### src/hw/rtl/tlb_pkg.sv
`timescale 1ns / 1ps
`default_nettype none

package tlb_pkg;

  localparam int unsigned NumLocksC = 16;
  localparam int unsigned SpinW     = 10;
  localparam int unsigned TicketW   = 8;
  localparam int unsigned IndexW    = 4;
  localparam int unsigned BackoffW  = 18;
  localparam int unsigned WideIdxW  = 9;

  localparam logic [SpinW-1:0] SpinResetC = SpinW'(50);

  typedef enum logic [1:0] {
    ActTake    = 2'd0,
    ActPoll    = 2'd1,
    ActTry     = 2'd2,
    ActRelease = 2'd3
  } action_e;

  typedef struct packed {
    logic [TicketW-1:0]  ticket_number;
    logic                granted;
    logic [TicketW-1:0]  waiters_ahead;
    logic [BackoffW-1:0] backoff_count;
    logic                release_error;
  } result_t;

endpackage

`default_nettype wire

### src/hw/rtl/tlb_core.sv
`timescale 1ns / 1ps
`default_nettype none

module tlb_core #(
  parameter int unsigned NUM_LOCKS = tlb_pkg::NumLocksC
) (
  input  wire logic                          clk_i,
  input  wire logic                          rst_ni,
  input  wire logic                          commit_i,
  input  wire tlb_pkg::action_e              action_i,
  input  wire logic [tlb_pkg::IndexW-1:0]    lock_index_i,
  input  wire logic [tlb_pkg::TicketW-1:0]   held_ticket_i,
  input  wire logic [tlb_pkg::SpinW-1:0]     spin_backoff_i,
  output tlb_pkg::result_t                   result_o
);

  localparam int unsigned LockAw = (NUM_LOCKS > 1) ? $clog2(NUM_LOCKS) : 1;

  logic [tlb_pkg::TicketW-1:0] head_q [NUM_LOCKS];
  logic [tlb_pkg::TicketW-1:0] tail_q [NUM_LOCKS];

  logic [tlb_pkg::WideIdxW-1:0] idx_ext;
  logic                         in_range;
  logic [LockAw-1:0]            addr;
  logic [tlb_pkg::TicketW-1:0]  hd;
  logic [tlb_pkg::TicketW-1:0]  tl;
  logic [tlb_pkg::TicketW-1:0]  tk;
  logic                         is_free;
  logic                         tk_served;
  logic [tlb_pkg::TicketW-1:0]  wait_cnt;
  logic [tlb_pkg::BackoffW-1:0] prod;
  logic                         head_inc;
  logic                         tail_inc;
  tlb_pkg::result_t             res;

  assign idx_ext  = {(tlb_pkg::WideIdxW - tlb_pkg::IndexW)'(0), lock_index_i};
  assign in_range = (idx_ext < tlb_pkg::WideIdxW'(NUM_LOCKS));
  assign addr     = idx_ext[LockAw-1:0];
  assign hd       = in_range ? head_q[addr] : '0;
  assign tl       = in_range ? tail_q[addr] : '0;
  assign is_free  = (hd == tl);

  assign tk        = (action_i == tlb_pkg::ActPoll) ? held_ticket_i : tl;
  assign tk_served = (tk == hd);
  assign wait_cnt  = tk - hd - tlb_pkg::TicketW'(1);
  assign prod      = tlb_pkg::BackoffW'(spin_backoff_i) * tlb_pkg::BackoffW'(wait_cnt);

  always_comb begin
    res      = '0;
    head_inc = 1'b0;
    tail_inc = 1'b0;
    if (in_range) begin
      unique case (action_i)
        tlb_pkg::ActTake: begin
          tail_inc          = 1'b1;
          res.ticket_number = tl;
          res.granted       = tk_served;
          if (!tk_served) begin
            res.waiters_ahead = wait_cnt;
            res.backoff_count = prod;
          end
        end
        tlb_pkg::ActPoll: begin
          res.granted = tk_served;
          if (!tk_served) begin
            res.waiters_ahead = wait_cnt;
            res.backoff_count = prod;
          end
        end
        tlb_pkg::ActTry: begin
          if (is_free) begin
            tail_inc          = 1'b1;
            res.ticket_number = tl;
            res.granted       = 1'b1;
          end
        end
        tlb_pkg::ActRelease: begin
          if (is_free) begin
            res.release_error = 1'b1;
          end else begin
            head_inc = 1'b1;
          end
        end
      endcase
    end
  end

  assign result_o = res;

  always_ff @(posedge clk_i or negedge rst_ni) begin
    if (!rst_ni) begin
      for (int i = 0; i < NUM_LOCKS; i++) begin
        head_q[i] <= '0;
        tail_q[i] <= '0;
      end
    end else if (commit_i) begin
      if (head_inc) begin
        head_q[addr] <= hd + tlb_pkg::TicketW'(1);
      end
      if (tail_inc) begin
        tail_q[addr] <= tl + tlb_pkg::TicketW'(1);
      end
    end
  end

endmodule

`default_nettype wire

### src/hw/rtl/ticket_lock_bank.sv
`timescale 1ns / 1ps
`default_nettype none

// Channel    Direction  Handshake                  Payload
// in         input      in_valid_i / in_ready_o    action_i, lock_index_i, held_ticket_i
// out        output     out_valid_o / out_ready_i  ticket_number_o, granted_o,
//                                                  waiters_ahead_o, backoff_count_o,
//                                                  release_error_o
// config     input      spin_backoff_we_i          spin_backoff_i
//
// One transfer per cycle sustained while the output is not stalled.
// Input register, then one pass of lock lookup, compare and 10x8 multiply into the
// result register; the lock pair is updated on the same edge the result is loaded.
// Reset clears every lock to free and sets spin_backoff to 50.
// A stalled output holds the result; the input register still drains when it frees.

module ticket_lock_bank #(
  parameter int unsigned NUM_LOCKS = tlb_pkg::NumLocksC
) (
  input  wire logic                           clk_i,
  input  wire logic                           rst_ni,
  input  wire logic                           spin_backoff_we_i,
  input  wire logic [tlb_pkg::SpinW-1:0]      spin_backoff_i,
  input  wire logic                           in_valid_i,
  output logic                                in_ready_o,
  input  wire logic [1:0]                     action_i,
  input  wire logic [tlb_pkg::IndexW-1:0]     lock_index_i,
  input  wire logic [tlb_pkg::TicketW-1:0]    held_ticket_i,
  output logic                                out_valid_o,
  input  wire logic                           out_ready_i,
  output logic [tlb_pkg::TicketW-1:0]         ticket_number_o,
  output logic                                granted_o,
  output logic [tlb_pkg::TicketW-1:0]         waiters_ahead_o,
  output logic [tlb_pkg::BackoffW-1:0]        backoff_count_o,
  output logic                                release_error_o
);

  logic [tlb_pkg::SpinW-1:0]    spin_q;
  logic                         s1_valid_q;
  tlb_pkg::action_e             s1_action_q;
  logic [tlb_pkg::IndexW-1:0]   s1_index_q;
  logic [tlb_pkg::TicketW-1:0]  s1_held_q;
  logic                         out_valid_q;
  tlb_pkg::result_t             res_q;
  tlb_pkg::result_t             res_d;
  logic                         out_free;
  logic                         advance;
  logic                         in_xfer;

  assign out_free   = !out_valid_q || out_ready_i;
  assign advance    = s1_valid_q && out_free;
  assign in_ready_o = !s1_valid_q || out_free;
  assign in_xfer    = in_valid_i && in_ready_o;

  always_ff @(posedge clk_i or negedge rst_ni) begin
    if (!rst_ni) begin
      spin_q <= tlb_pkg::SpinResetC;
    end else if (spin_backoff_we_i) begin
      spin_q <= spin_backoff_i;
    end
  end

  always_ff @(posedge clk_i or negedge rst_ni) begin
    if (!rst_ni) begin
      s1_valid_q  <= 1'b0;
      out_valid_q <= 1'b0;
    end else begin
      if (in_ready_o) begin
        s1_valid_q <= in_valid_i;
      end
      if (out_free) begin
        out_valid_q <= s1_valid_q;
      end
    end
  end

  always_ff @(posedge clk_i) begin
    if (in_xfer) begin
      s1_action_q <= tlb_pkg::action_e'(action_i);
      s1_index_q  <= lock_index_i;
      s1_held_q   <= held_ticket_i;
    end
    if (advance) begin
      res_q <= res_d;
    end
  end

  tlb_core #(
    .NUM_LOCKS(NUM_LOCKS)
  ) u_core (
    .clk_i         (clk_i),
    .rst_ni        (rst_ni),
    .commit_i      (advance),
    .action_i      (s1_action_q),
    .lock_index_i  (s1_index_q),
    .held_ticket_i (s1_held_q),
    .spin_backoff_i(spin_q),
    .result_o      (res_d)
  );

  assign out_valid_o     = out_valid_q;
  assign ticket_number_o = res_q.ticket_number;
  assign granted_o       = res_q.granted;
  assign waiters_ahead_o = res_q.waiters_ahead;
  assign backoff_count_o = res_q.backoff_count;
  assign release_error_o = res_q.release_error;

endmodule

`default_nettype wire
### config.mk
export PLATFORM = sky130hd
export DESIGN_NAME = ticket_lock_bank
export DESIGN_NICKNAME = d
export VERILOG_FILES = /design/src/hw/rtl/tlb_pkg.sv /design/src/hw/rtl/tlb_core.sv /design/src/hw/rtl/ticket_lock_bank.sv
export SDC_FILE = /design/constraint.sdc
export NUM_CORES = 1
export LEC_CHECK = 0
export BUFFER_PORTS_ARGS = -buffer_cell sky130_fd_sc_hd__buf_4
export CORE_MARGIN = 3
export CORE_UTILIZATION = 33
export DETAILED_ROUTE_END_ITERATION = 10
export PLACE_DENSITY = 0.59
export SYNTH_ARGS = -nofsm -noshare
export SYNTH_HDL_FRONTEND = slang
export SYNTH_SLANG_ARGS = --single-unit
### constraint.sdc
create_clock -name clk_i -period 10.5 [get_ports clk_i]
set_clock_uncertainty 0.15 [all_clocks]
set_input_delay 0.525 -clock clk_i [delete_from_list [all_inputs] [get_ports clk_i]]
set_output_delay 0.525 -clock clk_i [all_outputs]
set_load 0.01 [all_outputs]
==> impl_summary.log <==
INFO  metric run_status = finished clean
INFO  metric grt_first_pass_wirelength = 66800 µm
INFO  metric final-hold-violation-count = 0
INFO  metric synth.net_count = 1415
INFO  metric critPathArrivalTime = 9.39 ns
INFO  metric cellInternalPower = 3.04 mW
INFO  metric yosysUniqueCellTypes = 69
INFO  metric ir_drop = 0.187 mV
INFO  metric p_seq_share = 31.5%
INFO  metric maximum_number_of_pins_on_one_net_before_global_route_repair = 123
INFO  metric timing_max_transition_violations_final = 0
INFO  metric floorplan.initialDensity = 33.6%
INFO  metric grt_pass1_vias = 11100
INFO  metric setup_viol = 0
INFO  metric critical_path.endpoint_type = register
INFO  metric insertion_delay = 0.56 ns
INFO  metric rsz0062_at_grt = no
INFO  metric post_synth_edffs = 50
INFO  metric r2r_slack = 1.36 ns
INFO  metric tritoncts = yes
INFO  metric drive_gt1_share = 36.4%
INFO  metric detailed_place_hpwl = 29300 µm
INFO  metric route.detailed.drc = 0
INFO  metric gp_congestion = 0.861
INFO  metric share_of_async_settable_or_async_resettable_flops_after_synthesis = 84.3%
INFO  metric part_of_the_power_in_combinational_logic = 41.5%
INFO  metric synth_seq_area_share = 46.1%
INFO  metric switching_share = 35.6%
INFO  metric max_clock_freq = 0.109 GHz
INFO  metric finalCoreUtilization = 38.3%
INFO  metric fill_cells = 4956
INFO  metric setup_total_negative_slack = 0 ns
INFO  metric detail_route.vias_per_cell = 5.12
INFO  metric antenna_cells_inserted = 0
INFO  metric ys_warn_count = 0
INFO  metric finish.instance_area = 20300 µm²
INFO  metric cts_max_level = 2
INFO  metric criticalPathCategory = reg -> reg
INFO  metric pre_antenna_drt_iters = 7
INFO  metric synth.area.top_cells = sky130_fd_sc_hd__dfrtp_1, sky130_fd_sc_hd__mux2_2, sky130_fd_sc_hd__edfxtp_1
INFO  metric maxCapViolCount = 0
INFO  metric cp_data_required_time = 10.75 ns
INFO  metric synth_top_area_share = 37.2%
INFO  metric cts_root_buffer = sky130_fd_sc_hd__clkbuf_16
INFO  metric multi_input_gate_area = 8900 µm²
INFO  metric synth-seq-cells = 318
INFO  metric cts_buffers = 37
INFO  metric drt-initial-drc-count = 754
INFO  metric synth_commonest_cells = sky130_fd_sc_hd__dfrtp_1, sky130_fd_sc_hd__mux2_2, sky130_fd_sc_hd__inv_1
INFO  metric crit_fanout = 20
INFO  metric p_clk_share = 27.0%
INFO  metric clk_path_buf_depth = 3
INFO  metric min_path_type = in -> reg
INFO  metric placed_cell_area = 19000 µm²
INFO  metric syn-mean-instance-area = 13.8 µm²
INFO  metric synthFlopType = sky130_fd_sc_hd__dfrtp_1
INFO  metric drt_wl_total = 42300 µm
INFO  metric synth.cell_area = 17800 µm²
INFO  metric synth_cells = 1290
INFO  metric row_count = 84
INFO  metric horizontal_die_dimension = 238 µm
INFO  metric finish.net_count = 1478
INFO  metric die_y = 238 µm
INFO  metric number_of_sinks_handled_by_clock_tree_synthesis = 318
INFO  metric num_io_pins = 67
INFO  metric regArea = 8210 µm²
INFO  metric antenna_found_initial = 0
INFO  metric cellLeakagePower = 9.40 nW
INFO  metric wl_per_cell = 20.5 µm
INFO  metric clkTransAtPathRegs = 0.06 ns
INFO  metric layout-area-overhead-vs-synth = 14.0%
INFO  metric timing.max_slew.rel_slack = 11.5%
INFO  metric port-buffer-count = 66
INFO  metric min_period_over_period = 87.0%
INFO  metric timing_worst_slew_pin_value = 1.32 ns
INFO  metric worst_setup_path_start_kind = register
INFO  metric hold_ws = 0.0308 ns
INFO  metric net-switching-power = 1.69 mW
INFO  metric globalRouteOverflowTotal = 0
INFO  metric layout_min_cycle_time = 9.14 ns
INFO  metric yosys.cell_count.top_type = sky130_fd_sc_hd__dfrtp_1
INFO  metric globalRouteTotalUtil = 15.1%
INFO  metric route.antenna.remaining_nets = 0
INFO  metric power_per_cell_area = 233 nW/µm²
INFO  metric core = 53000 µm²
INFO  metric yosysTopAreaCell = sky130_fd_sc_hd__dfrtp_1
INFO  metric dr_total_vias = 10600
INFO  metric die-area = 56800 µm²
-- final cells by class --
cell class                 count  share of cell area (%)
multi-input combinational    809                    43.9
sequential                   318                    40.5
clock buffer                  48                    4.97
tap                          688                    4.24
timing repair buffer          98                    3.91
inverter                      89                    1.65
clock inverter                17                   0.876
-- worst max-delay path, cell delays in order, from the launching register on --
cell and delay [ns]:
sky130_fd_sc_hd__edfxtp_1 1.03, sky130_fd_sc_hd__nor2_1 0.50, sky130_fd_sc_hd__a22o_1 0.37, sky130_fd_sc_hd__a221oi_4 0.60
sky130_fd_sc_hd__ha_1 0.28, sky130_fd_sc_hd__inv_1 0.07, sky130_fd_sc_hd__fa_1 0.45, sky130_fd_sc_hd__a211o_1 0.32
sky130_fd_sc_hd__a221oi_1 0.32, sky130_fd_sc_hd__xor2_1 0.59, sky130_fd_sc_hd__and2_1 0.25, sky130_fd_sc_hd__fa_1 0.45
sky130_fd_sc_hd__fa_1 0.52, sky130_fd_sc_hd__fa_1 0.54, sky130_fd_sc_hd__inv_1 0.05, sky130_fd_sc_hd__fa_1 0.52
sky130_fd_sc_hd__inv_1 0.04, sky130_fd_sc_hd__ha_1 0.35, sky130_fd_sc_hd__a21oi_1 0.17, sky130_fd_sc_hd__o21ai_0 0.15
sky130_fd_sc_hd__a41oi_1 0.29, sky130_fd_sc_hd__a21oi_1 0.16, sky130_fd_sc_hd__or4b_2 0.62, sky130_fd_sc_hd__a31oi_1 0.19
-- state kept, by name, summed over array words and instances, names as in the netlist --
name / count
ticket_number_o: 8
waiters_ahead_o: 8
s1_action_q: 2
release_error_o: 1
u_core.tail_q: 128
s1_valid_q: 1
backoff_count_o: 18
granted_o: 1
s1_held_q: 8
u_core.head_q: 128
s1_index_q: 4
out_valid_o: 1
spin_q: 10
-- routing by layer --
metal	global-route usage (%)	wire, µm	vias to the layer above
met5	0	0	-
li1	-	-	4738
met4	4.98	1170	0
met2	23.9	19600	260
met3	2.83	2210	73
met1	21.0	19300	5519
-- worst paths after layout --
kind	from	cells past startpoint	end
hold / removal	action_i[1]	1	s1_action_q[1]
min in group asynchronous	rst_ni	2	u_core.tail_q[103]
max in group asynchronous	rst_ni	3	u_core.head_q[74]
hold reg to reg	u_core.head_q[99]	1	u_core.head_q[99]
setup reg to reg	s1_index_q[3]	23	backoff_count_o[16]
setup / recovery	s1_index_q[3]	23	backoff_count_o[16]
-- power by group through the flow --
stage	clock, mW	combinational, mW	sequential (mW)
6_report	1.28	1.96	1.49
5_1_grt	1.37	2.27	1.50
4_1_cts	1.31	1.99	1.49
3_5_place_dp	0	1.97	1.51
3_3_place_gp	0	1.94	1.51
2_1_floorplan	0	1.52	1.50
-- per-stage QoR --
step	worst slack (ns)	cells	total power, mW
floorplan	2.53	1290	3.02
global placement	1.50	1992	3.45
detailed placement	1.42	1992	3.49
CTS	1.41	2067	4.79
global route	0.872	2067	5.14
finish	1.36	2067	4.73
-- cell usage in the layout (no fill, tap or decap), types with 19 or more instances in the layout --
master	count
sky130_fd_sc_hd__mux2_2	210
sky130_fd_sc_hd__mux2_4	53
sky130_fd_sc_hd__a22oi_1	19
sky130_fd_sc_hd__nor2_1	27
sky130_fd_sc_hd__and2_1	50
sky130_fd_sc_hd__edfxtp_1	50
sky130_fd_sc_hd__a21oi_1	21
sky130_fd_sc_hd__fa_1	49
sky130_fd_sc_hd__nand2_1	54
sky130_fd_sc_hd__clkbuf_16	38
sky130_fd_sc_hd__inv_1	88
sky130_fd_sc_hd__dfrtp_1	265
sky130_fd_sc_hd__ha_1	47
sky130_fd_sc_hd__xnor2_1	20
sky130_fd_sc_hd__mux4_2	60
sky130_fd_sc_hd__buf_4	85
-- kinds of logic (layout without fill, tap and decap cells) --
| group | count (synthesis) | after routing | share of synthesized area, % |
|---|---|---|---|
| mux | 338 | 338 | 26.2 |
| flops | 318 | 318 | 46.1 |
| simple gates | 238 | 238 | 8.67 |
| buf+inv | 163 | 252 | 4.06 |
| compound gates | 101 | 101 | 4.33 |
| fa+ha+maj | 96 | 96 | 8.81 |
| xor+xnor | 36 | 36 | 1.77 |
-- repair_timing --
| item | in CTS | in global routing |
|---|---|---|
| buffers inserted | 0 | 0 |
| hold buffers | 10 | 0 |
| gates resized for setup | 0 | 0 |
| hold endpoints to repair | 129 | 0 |
No activity file was read; power rests on OpenSTA's default activity.
